===== src/rtl/mfbc_pkg.sv =====
`default_nettype none
package mfbc_pkg;

  localparam int unsigned MAX_FRAME_BYTES = 1048576;
  localparam int unsigned POS_W = $clog2(MAX_FRAME_BYTES + 2);
  localparam int unsigned OFF_W = 20;
  localparam int unsigned MIN_W = 16;
  localparam int unsigned MAX_W = 21;
  localparam int unsigned CFG_IDX_W = 2;

  localparam logic [7:0] MRK_LEAD = 8'hFF;
  localparam logic [7:0] MRK_SOI = 8'hD8;
  localparam logic [7:0] MRK_EOI = 8'hD9;

  localparam logic [MIN_W-1:0] MIN_LEN_RESET = MIN_W'(16);
  localparam logic [MAX_W-1:0] MAX_LEN_RESET = MAX_W'(MAX_FRAME_BYTES);

  localparam logic [CFG_IDX_W-1:0] CFG_MIN_LEN = CFG_IDX_W'(0);
  localparam logic [CFG_IDX_W-1:0] CFG_MAX_LEN = CFG_IDX_W'(1);

  typedef enum logic [2:0] {
    ST_OK       = 3'd0,
    ST_TOO_LONG = 3'd1,
    ST_TOO_SHORT = 3'd2,
    ST_NO_START = 3'd3,
    ST_NO_END   = 3'd4
  } status_t;

  typedef struct packed {
    status_t          status;
    logic [POS_W-1:0] image_len;
    logic [POS_W-1:0] pad_len;
    logic             merged_found;
    logic [OFF_W-1:0] merged_off;
  } result_t;

endpackage
`default_nettype wire


===== src/rtl/mfbc_scanner.sv =====
`default_nettype none
module mfbc_scanner
  import mfbc_pkg::*;
(
  input  wire logic             clk,
  input  wire logic             rst_n,
  input  wire logic             advance,
  input  wire logic [7:0]       data_byte,
  input  wire logic             last_byte,
  input  wire logic [MIN_W-1:0] min_len,
  input  wire logic [MAX_W-1:0] max_len,
  output result_t               result
);

  logic [POS_W-1:0] pos_r, pos_nxt;
  logic [7:0]       prev_r, prev_nxt;
  logic             start_ok_r, start_ok_nxt;
  logic             end_seen_r, end_seen_nxt;
  logic [POS_W-1:0] end_len_r, end_len_nxt;
  logic             trail_seen_r, trail_seen_nxt;
  logic [OFF_W-1:0] trail_pos_r, trail_pos_nxt;

  logic             tracking;
  logic             lead;
  logic             soi_pair;
  logic             eoi_pair;
  logic             trail_hit;
  logic             eoi_hit;
  logic [POS_W-1:0] pos_m1;
  logic [POS_W-1:0] frame_len;

  always_comb begin
    tracking  = pos_r < POS_W'(MAX_FRAME_BYTES);
    lead      = prev_r == MRK_LEAD;
    soi_pair  = lead && (data_byte == MRK_SOI);
    eoi_pair  = lead && (data_byte == MRK_EOI);
    pos_m1    = pos_r - POS_W'(1);
    frame_len = pos_r + POS_W'(1);

    trail_hit = tracking && (pos_r != '0) && soi_pair && end_seen_r && !trail_seen_r
                && (pos_m1 >= end_len_r);
    eoi_hit   = tracking && (pos_r >= POS_W'(2)) && eoi_pair && !end_seen_r;

    start_ok_nxt   = start_ok_r || (tracking && (pos_r == POS_W'(1)) && soi_pair);
    trail_seen_nxt = trail_seen_r || trail_hit;
    trail_pos_nxt  = trail_hit ? pos_m1[OFF_W-1:0] : trail_pos_r;
    end_seen_nxt   = end_seen_r || eoi_hit;
    end_len_nxt    = eoi_hit ? frame_len : end_len_r;
    prev_nxt       = tracking ? data_byte : prev_r;
    pos_nxt        = tracking ? frame_len : pos_r;
  end

  always_comb begin
    result = '0;
    priority if ((frame_len > POS_W'(max_len)) || (frame_len > POS_W'(MAX_FRAME_BYTES))) begin
      result.status = ST_TOO_LONG;
    end else if (frame_len < POS_W'(min_len)) begin
      result.status = ST_TOO_SHORT;
    end else if (!start_ok_nxt) begin
      result.status = ST_NO_START;
    end else if (!end_seen_nxt) begin
      result.status = ST_NO_END;
    end else begin
      result.status       = ST_OK;
      result.image_len    = end_len_nxt;
      result.pad_len      = frame_len - end_len_nxt;
      result.merged_found = trail_seen_nxt;
      result.merged_off   = trail_seen_nxt ? trail_pos_nxt : '0;
    end
  end

  always_ff @(posedge clk) begin
    if (!rst_n || (advance && last_byte)) begin
      pos_r        <= '0;
      prev_r       <= '0;
      start_ok_r   <= 1'b0;
      end_seen_r   <= 1'b0;
      end_len_r    <= '0;
      trail_seen_r <= 1'b0;
      trail_pos_r  <= '0;
    end else if (advance) begin
      pos_r        <= pos_nxt;
      prev_r       <= prev_nxt;
      start_ok_r   <= start_ok_nxt;
      end_seen_r   <= end_seen_nxt;
      end_len_r    <= end_len_nxt;
      trail_seen_r <= trail_seen_nxt;
      trail_pos_r  <= trail_pos_nxt;
    end
  end

endmodule
`default_nettype wire


===== config.mk =====
export PLATFORM = sky130hd
export DESIGN_NAME = mfbc_scanner
export DESIGN_NICKNAME = d
export VERILOG_FILES = /design/src/rtl/mfbc_pkg.sv /design/src/rtl/mfbc_scanner.sv
export SDC_FILE = /design/constraint.sdc
export NUM_CORES = 1
export LEC_CHECK = 0
export ABC_AREA = 0
export BUFFER_PORTS_ARGS = -buffer_cell sky130_fd_sc_hd__buf_2
export CORE_UTILIZATION = 59
export CTS_CLUSTER_SIZE = 14
export DETAILED_ROUTE_END_ITERATION = 8
export GPL_ROUTABILITY_DRIVEN = 1
export PLACE_DENSITY = 0.94
export SYNTH_ARGS = -nofsm -noshare
export SYNTH_HDL_FRONTEND = slang
export SYNTH_SLANG_ARGS = --single-unit

===== constraint.sdc =====
create_clock -name clk -period 5.3 [get_ports clk]
set_input_delay 0.265 -clock clk [delete_from_list [all_inputs] [get_ports clk]]
set_output_delay 0.265 -clock clk [all_outputs]
set_load 0.05 [all_outputs]

==> Word-level counts from Yosys, hierarchy flattened <==
Index checks and enable logic that the tools add are counted.
{ "word_totals": {"reg_bits": 73, "input_bits": 49, "elab_cells": 54} }
{ "classes": {"muxes": 11, "n_addsub": 3, "n_reduce_logical": 23, "eq_ne": 4, "n_lt_le_gt_ge": 6} }
{ "ops": {"columns": ["cell", "count"], "rows": [
  ["$mux 63", 4],
  ["$mux 20", 2],
  ["$eq 8x8->1 const B", 3],
  ["$add 21x1->21 const B", 1],
  ["$eq 21x1->1 const B", 1],
  ["$ge 21x2->1 const B", 1],
  ["$ge 21x21->1", 1],
  ["$gt 21x21->1", 1],
  ["$gt 21x21->1 const B", 1],
  ["$lt 21x16->1", 1],
  ["$lt 21x21->1 const B", 1],
  ["$mux 21", 1],
  ["$reduce_bool 21->1", 1],
  ["$sub 21x1->21 const B", 1],
  ["$sub 21x21->21", 1],
  ["$logic_and 1x1->1", 13],
  ["$mux 3", 4],
  ["$logic_or 1x1->1", 5],
  ["$logic_not 1->1", 3],
  ["$reduce_and 2->1", 1]
]} }

==> Depth between registers and ports, before layout <==
Gate-level depths: netlist of the first run.
{ "logic_depth": {"word_depth": 12, "depth_mapped": 18, "ltp_nobuf": 15} }

==> Least setup slack after synthesis of the first run <==
No wires, ideal clock.
{ "synth_path": {"kind": "register -> output", "from": "register pos_r[10]", "to": "output port result[39] in the netlist's numbering", "path_stages_with_launch": 19, "path_buffers": 3, "setup_slack_ns": -0.320, "arrival_ns": 5.355, "path_cell_list": "dfxtp_1 -> buf_6 -> or4_4 -> or2_1 -> buf_6 -> o311ai_4 -> buf_4 -> nor2_1 -> a21oi_1 -> inv_1 -> ha_1 -> fa_1 -> nor2b_1 -> o31a_1 -> o2111ai_1 -> a21oi_1 -> or3_1 -> a21oi_1 -> nor4b_1"} }
{ "synth_rtl": {"columns": ["element", "line", "text"], "rows": [
  ["from (decl)", "mfbc_scanner.sv:15", "logic [POS_W-1:0] pos_r, pos_nxt;"],
  ["from (signal assigned)", "mfbc_scanner.sv:82", "pos_r <= pos_nxt;"],
  ["to (decl)", "mfbc_scanner.sv:12", "output result_t result"]
]} }

==> run metrics, run 1 <==
non-filler cells, final=approximately 1,200; Peak supply drop=around 280 uV; EDFF count, synth=0; Sink Count=between 70 and 80; global-route usage over all layers=approximately a third; Die Ht=113 um; pin count of the biggest net entering global routing=64; Clock Path Buffers=2; setup slack, reg-to-reg=approximately 1.1 ns; Max Slew Vio Count=0; status=finished clean; Core Region=approximately 12,000 um^2; Rel. slew slack=~28%; GPL Wtd Cong=around 1; cell taking the most area after synthesis=dfxtp_1; Max-Cap Viols=0; Top FF cell, synth=dfxtp_1; fmax=about 0.20 GHz; placed cells=approximately 1,200; Buffers on Ports=roughly 110; synthesized area=7280 um^2; synth top area cells=dfxtp_1 (20%), ha_1 (14%), nor3_1 (5.8%); CTS H-tree lvls=3; CP Max Fanout=10; Setup CP Type=flip-flop to primary output; Final ANT Viol Nets=0; Initial Util=60.6%; count of cell types in the netlist=66; Post-Synthesis Mean Instance Area=7.39 um^2; flops & latches, synth=73; gr ovfl total=0; cells along the critical path=or4_4, or2_4, o311ai_4, nor2_1, a21oi_1, inv_1, ha_1, fa_1, nor2b_2, o31a_1, o2111ai_2, a21oi_2, nor3_1, or4_4, a211oi_2, clkbuf_4; wirelength, routed=between 20,000 and 25,000 um; Startpoint Class=flip-flop; slowest library cell on the worst path=or4_4; first-pass GRT wire length=34,100 um; CP Depth=16; Final Skew=approximately 0.0085 ns; Die X=113 um; delay-heaviest family, CP=simple AND/OR/NAND/NOR gates; Lkg Pwr=approximately 0.0037 uW; worst skew pair latency=0.34 ns; Filler cells=940; CTS Root Buffer Type=clkbuf_16; P per Cell Area=184 nW/um^2; R2R depth=14; Layout area overhead=15.1%; Final Critical Period=a little over 5 ns; FP Rows=40; Synth top cells by count=nand2_1 (84), nor3_1 (84), inv_1 (83); I/O pins=115; ys async rst share=0%; final net count=between 1,000 and 1,500; vias per cell=between 6 and 7; TNS Setup=0 ns; Slew @ Worst Pin=1.08 ns; CTS tree=yes; syn nets=roughly 1,100; hpwl dp=between 15,000 and 20,000 um; Reg clk slew, reported paths=approximately 0.060 ns; Ys Warns=0; arrival time at the worst endpoint=between 4 and 5 ns; CP peak stage delay=roughly 0.55 ns; period utilization=between 90 and 100%; sequential-to-total area share from yosys stat=around a fifth; Worst Setup End Kind=primary output; TritonCTS buffer count=9; DRT iter0 DRCs=just under 900; DR vias=7,676; First-pass DRT Iterations=8; share of layout cells above drive strength 1=about a fifth; DRC=0; share of Yosys cell area claimed by the top area cell type=20.1%; CP most frequent cell=or4_4; number of global-route vias before repair=just over 7,000; Crit path buffers/inverters=2; Worst Hold Class=primary input to flip-flop; CP required=a little over 5 ns; Die Area=about 13,000 um^2; Setup-failing EPs final=0; number of cells produced by synthesis=roughly 980; # diodes=0; Hold Crit Depth=3; wire per inst=17.4 um; initial antenna violation count=0; count of final hold-check violations=0; total design power=1540 uW
[metrics by stage]
step	hold WS, ns	cell area [um^2]	setup slack [ns]	util (%)
final	0.178	8370	0.179	69.7
after floorplan	0.401	7290	0.137	-
after global routing	0.184	8370	-0.0212	69.7
after CTS	0.168	8320	0.0478	69.2
after detailed placement	0.445	7950	0.373	66.1
after global placement	0.439	7950	0.458	66.1
[cells by family (layout without fill, tap and decap cells)]
family / Yosys count / in the layout / share of synthesized area, %
AOI/OAI and AO/OA: 195 / 195 / 17.5
xor gates and xnor gates: 62 / 62 / 7.57
adders and majority gates: 82 / 82 / 14.2
buffers and inverters: 148 / 241 / 8.70
DFF: 73 / 73 / 20.1
muxes: 30 / 30 / 4.33
and+or+nand+nor: 394 / 394 / 27.6
[cell usage in the layout (no fill, tap or decap), types with 6 or more instances in the layout]
cell / n
nor2b_1: 19
or3_1: 13
xnor2_1: 32
buf_4: 27
a211oi_1: 12
buf_2: 111
mux2_2: 12
a21oi_1: 73
mux2i_1: 18
ha_1: 81
a21o_1: 9
o21ai_0: 30
nor2_1: 70
inv_1: 83
clkbuf_16: 9
dfxtp_1: 71
nand3_1: 48
nand2_1: 83
a22oi_1: 20
and3_1: 9
o21a_1: 6
nand4_1: 14
nor3_1: 83
nand3b_1: 6
xor2_1: 29
nor4_1: 11
a21oi_2: 8
[registers in the layout, summed over array words and instances, names as in the netlist]
register      cells
end_seen_r        1
trail_pos_r      20
prev_r            8
pos_r            21
trail_seen_r      1
end_len_r        21
start_ok_r        1
[where the power goes]
group	leakage (uW)	total (uW)	internal (uW)	switching [uW]
sequential	0.000590	556	553	2.88
clock	0.000175	739	498	240
combinational	0.00298	249	95.3	154
[layer usage]
metal,part of all wire (%),vias to the layer above,track usage [%]
met5,0,-,0
met4,6.3,0,20.3
met3,7.5,101,4.87
met2,46,415,55.2
met1,40,3510,41.0
li1,-,3650,-
[layout make-up]
| type | instances | area [um^2] | area share, % |
|---|---|---|---|
| Sequential cell | 73 | 1460 | 17.5 |
| Timing Repair Buffer | 142 | 792 | 9.46 |
| Multi-Input combinational cell | 763 | 5260 | 62.8 |
| Clock inverter | 4 | 97.6 | 1.17 |
| Tap cell | 147 | 184 | 2.20 |
| Inverter | 83 | 312 | 3.72 |
| Clock buffer | 12 | 267 | 3.18 |
[tightest hold or removal path: stages]
cell and delay (ns):
buf_2 0.11, nand2_1 0.05, a21oi_1 0.05
[what timing repair did]
action                     CTS  global route
setup endpoints to repair    1            40
buffers inserted             0             1
pin swaps                    0             2
resized for setup            2            14
hold buffers                 0             0
[worst paths after layout]
kind | from | endpoint
worst max-delay path | pos_r[10] | result[41]
worst min-delay path | data_byte[4] | prev_r[4]
worst max register to register | pos_r[4] | trail_pos_r[11]
worst min register to register | trail_pos_r[7] | trail_pos_r[7]
(Power assumes the default switching activity.)
==> inputs of run 2 (changes only) <==
- BUFFER_PORTS_ARGS: -buffer_cell sky130_fd_sc_hd__buf_2 -> -buffer_cell sky130_fd_sc_hd__clkbuf_2
- CORE_MARGIN: unset -> 8
- CTS_BUF_LIST: unset -> sky130_fd_sc_hd__clkbuf_16
==> run 2 against run 1 <==
  * Fmax fell by 2.1%
  * Hold slack got worse by 0.025 ns
  * Clock-buffer cell count fell by 3
  * Highest routed layer unchanged
==> run metrics, run 2 (synthesis gave the netlist of run 1 again) <==
Die Ht=127 um (+12%); DRT iter0 DRCs=834 (-4.8%); Slew @ Worst Pin=0.882 ns (-0.198 ns); # diodes=0 (unchanged); Die X=127 um (+12%); sw frac=27.2% (+1.5 points); slowest library cell on the worst path=or4_4; Setup WS pre-CTS=0.367 ns (-0.00605 ns); CP Depth=16 (unchanged); first-pass GRT wire length=36,900 um (+8.4%); Psw=415 uW (+4.5%); CP peak stage delay=0.56 ns (about the same); commonest cells after routing, fill and taps aside=clkbuf_2 (111), nand2_1 (83), inv_1 (83), nor3_1 (83), ha_1 (81); TritonCTS buffer count=9 (unchanged); Lkg Pwr=0.00372 uW (-0.87%); gr ovfl total=0 (unchanged); cells along the critical path=or4_4, or2_4, o311ai_4, nor2_1, a21oi_1, inv_1, ha_1, fa_1, nor2b_1, o31a_1, o2111ai_2, a21oi_2, nor3_1, or4_4, a211oi_2, buf_12; Layout area overhead=15.5%; hpwl dp=17,200 um (+7.9%); P per Cell Area=182 nW/um^2 (-1.6%); pin count of the biggest net entering global routing=74 (+16%); Final ANT Viol Nets=0 (unchanged); number of global-route vias before repair=7,416 (+4.1%); CP most frequent cell=or4_4; arrival time at the worst endpoint=4.96 ns (+0.10 ns); WHS=0.154 ns (-0.0247 ns); Clock Path Buffers=2 (unchanged); combinational share of power=16.9% (+0.8 points); Reg-to-Reg Start=pos_r[10]; period utilization=98.7% (+2.0 points); internal power=1110 uW (-3.2%); Max-Cap Viols=0 (unchanged); CP required=5.04 ns (about the same); Area after DPL=7990 um^2 (+0.60%); Initial Util=60.6% (unchanged); R2R depth=13 (-1); Crit path buffers/inverters=2 (unchanged); R2R Path End=trail_pos_r[0]; Peak supply drop=191 uV (-32%); CP Max Fanout=10 (unchanged); Hold Crit Depth=3 (unchanged); worst skew pair latency=0.35 ns (about the same); post-route cell area=8400 um^2 (+0.36%); Final Skew=0.00412 ns (-0.00436 ns); RSZ-0062 raised after global routing=true; GPL Wtd Cong=1.01 (+0.34%); Max Slew Vio Count=0 (unchanged); status=finished clean; CTS Root Buffer Type=clkbuf_16; Core Region=12,000 um^2 (unchanged); DR vias=7,850 (+2.3%); Largest regs=end_len_r (21), pos_r (21), trail_pos_r (20); Worst Setup End Kind=primary output; CTS H-tree lvls=3 (unchanged); FP Rows=40 (unchanged); share of layout cells above drive strength 1=19.5% (-0.13 points); crit path launch=pos_r[10]; First-pass DRT Iterations=7 (-1); Worst Hold Class=primary input to flip-flop; Sink Count=73 (unchanged); vias per cell=6.40 (+2.1%); DRC=0 (unchanged); global-route usage over all layers=27.9% (-5.4 points); final net count=1,205 (+0.17%); multi-input logic area=5260 um^2 (about the same); register area=1460 um^2 (about the same); wire per inst=19.1 um (+10%); Reg clk slew, reported paths=0.06 ns (about the same); Filler cells=916 (-2.6%); count of final hold-check violations=0 (unchanged); Setup-failing EPs final=0 (unchanged); PnR worst setup slack=0.0714 ns (-0.107 ns); Sequential Power Share=36.5% (+0.5 points); CTS tree=yes; Setup CP Type=flip-flop to primary output; Die Area=16,100 um^2 (+26%); fmax=0.191 GHz (-2.1%); initial antenna violation count=0 (unchanged); HP Start=data_byte[2]; Clock power frac=46.7% (-1.1 points); Rel. slew slack=40.6% (+13 points); wirelength, routed=23,500 um (+10%); Buffers on Ports=114 (unchanged); delay-heaviest family, CP=simple AND/OR/NAND/NOR gates; setup slack, reg-to-reg=1.15 ns (+0.08 ns); end point of the worst hold path=prev_r[2]; most common cell after layout, fill and taps aside=clkbuf_2; Startpoint Class=flip-flop; I/O pins=115 (unchanged); Final Critical Period=5.23 ns (+0.107 ns)
run 2: cell types whose count changed in the layout (fill, tap and decap cells not counted), moves of 2 or more:
cell,change
buf_12,+3
clkbuf_4,-2
clkbuf_8,-3
clkinv_4,+2
clkbuf_2,+111
buf_2,-110
run 2: worst register-to-register path, stage by stage (launching register included):
cell	delay, ns
dfxtp_1	0.42
or4_4	0.56
or2_4	0.30
nor2_1	0.29
xor2_1	0.41
ha_1	0.38
a211oi_1	0.38
nand2_1	0.14
a21oi_1	0.17
o31ai_1	0.14
o311ai_2	0.25
buf_4	0.30
mux2i_1	0.22
nor2_1	0.05
run 2: worst max path at each step:
stage	slack [ns]	to
CTS	0.04	result[41]
floorplan	0.14	result[35]
detailed placement	0.37	result[39]
global route	-0.05	result[41]
global placement	0.46	result[39]
finish	0.07	result[41]
run 2: power groups by stage:
stage	combinational, uW	clock [uW]	sequential (uW)
after global placement	229	0	568
after global routing	279	734	557
after CTS	242	712	556
after detailed placement	237	0	569
after floorplan	162	0	568
final	257	712	556
run 2: routing by layer:
metal	GRT usage [%]	part of all wire (%)	up-vias
met3	7.36	9.2	130
li1	-	-	3656
met5	0	0	-
met2	46.2	47	466
met4	14.6	5.7	0
met1	32.5	38	3598
run 2: what timing repair did:
action	in CTS	in global routing
pin swaps	0	2
resized for setup	2	12
setup buffers	0	2
setup endpoints to repair	1	57
hold buffers	0	0
run 2: metrics by stage:
| stage | total power [uW] | utilization (%) | cells | setup TNS [ns] |
|---|---|---|---|---|
| CTS | 1510 | 69.5 | 1224 | 0 |
| detailed placement | 806 | 66.5 | 1208 | 0 |
| finish | 1530 | 70.0 | 1226 | 0 |
| global placement | 797 | 66.5 | 1208 | 0 |
| global route | 1570 | 70.0 | 1226 | -0.0767 |
| floorplan | 730 | - | 984 | 0 |
run 2: final cells by class:
cell class	instances	share of cell area [%]
multi-input cells	763	62.6
well taps	147	2.19
flip-flops and latches	73	17.4
clock inverters	7	1.41
inverters	83	3.71
repair buffers	144	10.0
clock buffers	9	2.68
==> inputs of run 3 (changes only) <==
- PLACE_DENSITY: 0.94 -> unset
- PLACE_DENSITY_LB_ADDON: unset -> 0.05
==> run 3 against run 2 <==
  * Clock-buffer cell count stayed put
  * Fmax up 1.6%
  * First-iteration DRC count decreased by 40%
  * Largest power group unchanged
  * Cell count rose by 0.24%
==> run metrics, run 3 (synthesis gave the netlist of run 1 again) <==
status=finished clean; CTS tree=yes; Worst Hold Class=primary input to flip-flop; Clock power frac=43.2% (-3.5 points); Hold-fix buffers, CTS=0 (unchanged); arrival time at the worst endpoint=4.88 ns (-0.08 ns); total design power=1410 uW (-7.4%); worst skew pair latency=0.34 ns (about the same); combinational share of power=17.4% (+0.5 points); fmax=0.194 GHz (+1.6%); DR vias=7,384 (-5.9%); final net count=1,208 (+0.25%); placed cells=1,213 (+0.41%); share of layout cells above drive strength 1=20.0% (+0.50 points); Reg-to-Reg Start=pos_r[2]; CTS H-tree lvls=3 (unchanged); setup slack, reg-to-reg=1.27 ns (+0.12 ns); Die Ht=127 um (unchanged); Worst Setup End Kind=primary output; Initial Util=60.6% (unchanged); global-route usage over all layers=27.1% (-0.82 points); Startpoint Class=flip-flop; post-route cell area=8430 um^2 (+0.30%); WHS=0.157 ns (+0.00312 ns); CP most frequent cell=ha_1; hpwl dp=17,500 um (+1.8%); DRT iter0 DRCs=499 (-40%); number of global-route vias before repair=6,705 (-9.6%); FP Rows=40 (unchanged); DRC=0 (unchanged); CP Max Fanout=13 (+3); CP peak stage delay=0.60 ns (+0.04 ns); Peak supply drop=161 uV (-15%); First-pass DRT Iterations=5 (-2); crit path launch=pos_r[1]; Die Area=16,100 um^2 (unchanged); initial antenna violation count=0 (unchanged); Rel. slew slack=46.6% (+6.0 points); Setup CP Type=flip-flop to primary output; Final Critical Period=5.14 ns (-0.0841 ns); count of final hold-check violations=0 (unchanged); pin count of the biggest net entering global routing=54 (-27%); R2R Path End=trail_pos_r[19]; Die X=127 um (unchanged); CTS Root Buffer Type=clkbuf_16; TritonCTS buffer count=9 (unchanged); cells along the critical path=ha_1, and3_1, nand3_2, nor2_2, xnor2_1, inv_1, ha_1, nand4_1, or4_1, o31ai_1, a31oi_1, o21ba_2, a21oi_4, buf_4, nor4_1, buf_2; vias per cell=6.01 (-6.2%); wire per inst=18.3 um (-4.5%); period utilization=97.1% (-1.6 points); Largest regs=end_len_r (21), pos_r (21), trail_pos_r (20); CP required=5.04 ns (about the same); Final ANT Viol Nets=0 (unchanged); first-pass GRT wire length=35,200 um (-4.6%); commonest cells after routing, fill and taps aside=clkbuf_2 (109), inv_1 (84), nand2_1 (83), nor3_1 (83), ha_1 (81); Psw=398 uW (-4.1%); Final Skew=0.00968 ns (+0.00556 ns); crit path to=result[25]; Sink Count=73 (unchanged); gr ovfl total=0 (unchanged); RSZ-0062 raised after global routing=true; PnR worst setup slack=0.155 ns (+0.0841 ns); Setup WS pre-CTS=0.356 ns (-0.0110 ns); Setup-failing EPs final=0 (unchanged); Buffers on Ports=114 (unchanged); Sequential Power Share=39.4% (+2.9 points); Clock Path Buffers=2 (unchanged); # diodes=0 (unchanged); Max Slew Vio Count=0 (unchanged); Layout area overhead=15.8%; GPL Wtd Cong=0.970 (-3.5%); internal power=1010 uW (-8.7%); Area after DPL=8070 um^2 (+0.97%); wirelength, routed=22,500 um (-4.3%); R2R depth=14 (+1); Slew @ Worst Pin=0.801 ns (-0.0814 ns); slowest library cell on the worst path=or4_1; non-filler cells, final=1,229 (+0.24%); I/O pins=115 (unchanged); most common cell after layout, fill and taps aside=clkbuf_2; sw frac=28.2% (+0.99 points); Reg clk slew, reported paths=0.06 ns (about the same); P per Cell Area=167 nW/um^2 (-7.7%); Max-Cap Viols=0 (unchanged); Core Region=12,000 um^2 (unchanged); Lkg Pwr=0.00372 uW (about the same)
[run 3: cell types whose count changed in the layout (fill, tap and decap cells not counted), moves of 2 or more]
cell,change
buf_4,+3
nor4_1,-2
nor4_2,+2
nor2_2,+2
bufinv_16,-2
buf_12,+3
clkbuf_2,-2
nor2_1,-2
[run 3: metrics by stage]
step                util, %  setup TNS [ns]
floorplan                 -               0
global placement       67.2               0
finish                 70.2               0
global route           70.2         -0.0252
CTS                    69.7               0
detailed placement     67.2               0
[run 3: area by class of cell]
type,instances,area [um^2]
tap,147,184
clock inverter,7,70.1
clock buffer,9,225
sequential,73,1460
fill,1087,3580
multi-input combinational,763,5270
inverter,83,312
timing repair buffer,147,901
[run 3: worst min-delay path by stage]
| stage | depth (start not counted) | from | to |
|---|---|---|---|
| CTS | 3 | data_byte[5] | prev_r[5] |
| finish | 3 | data_byte[5] | prev_r[5] |
| global placement | 2 | trail_pos_r[19] | trail_pos_r[19] |
| floorplan | 2 | data_byte[0] | prev_r[0] |
| detailed placement | 2 | trail_pos_r[3] | trail_pos_r[3] |
| global route | 3 | data_byte[7] | prev_r[7] |
[run 3: metal layers]
metal / share of wire [%] / GRT usage (%) / wire [um] / vias to the layer above
li1: - / - / - / 3656
met1: 43 / 35.1 / 9770 / 3420
met2: 47 / 43.9 / 10500 / 263
met3: 6.5 / 4.16 / 1460 / 45
met4: 3.4 / 11.4 / 763 / 0
met5: 0 / 0 / 0 / -
[run 3: worst max-delay path: cells and delay by family, from the launching register on]
kind / cells / cell delay [ns]
and+or+nand+nor: 6 / 1.83
buffers and inverters: 3 / 0.71
AOI/OAI and AO/OA: 4 / 0.71
adders and majority gates: 2 / 0.64
DFF: 1 / 0.42
xor gates and xnor gates: 1 / 0.22
[run 3: what timing repair did]
item,CTS,global route
endpoints found under the setup margin,1,46
buffers inserted,0,0
resized for setup,2,15
[run 3: power by group through the flow]
| stage | logic (uW) | registers (uW) | clock network, uW |
|---|---|---|---|
| 2_1_floorplan | 162 | 568 | 0 |
| 4_1_cts | 242 | 557 | 613 |
| 5_1_grt | 272 | 557 | 641 |
| 6_report | 246 | 557 | 609 |
| 3_5_place_dp | 241 | 569 | 0 |
| 3_3_place_gp | 238 | 569 | 0 |
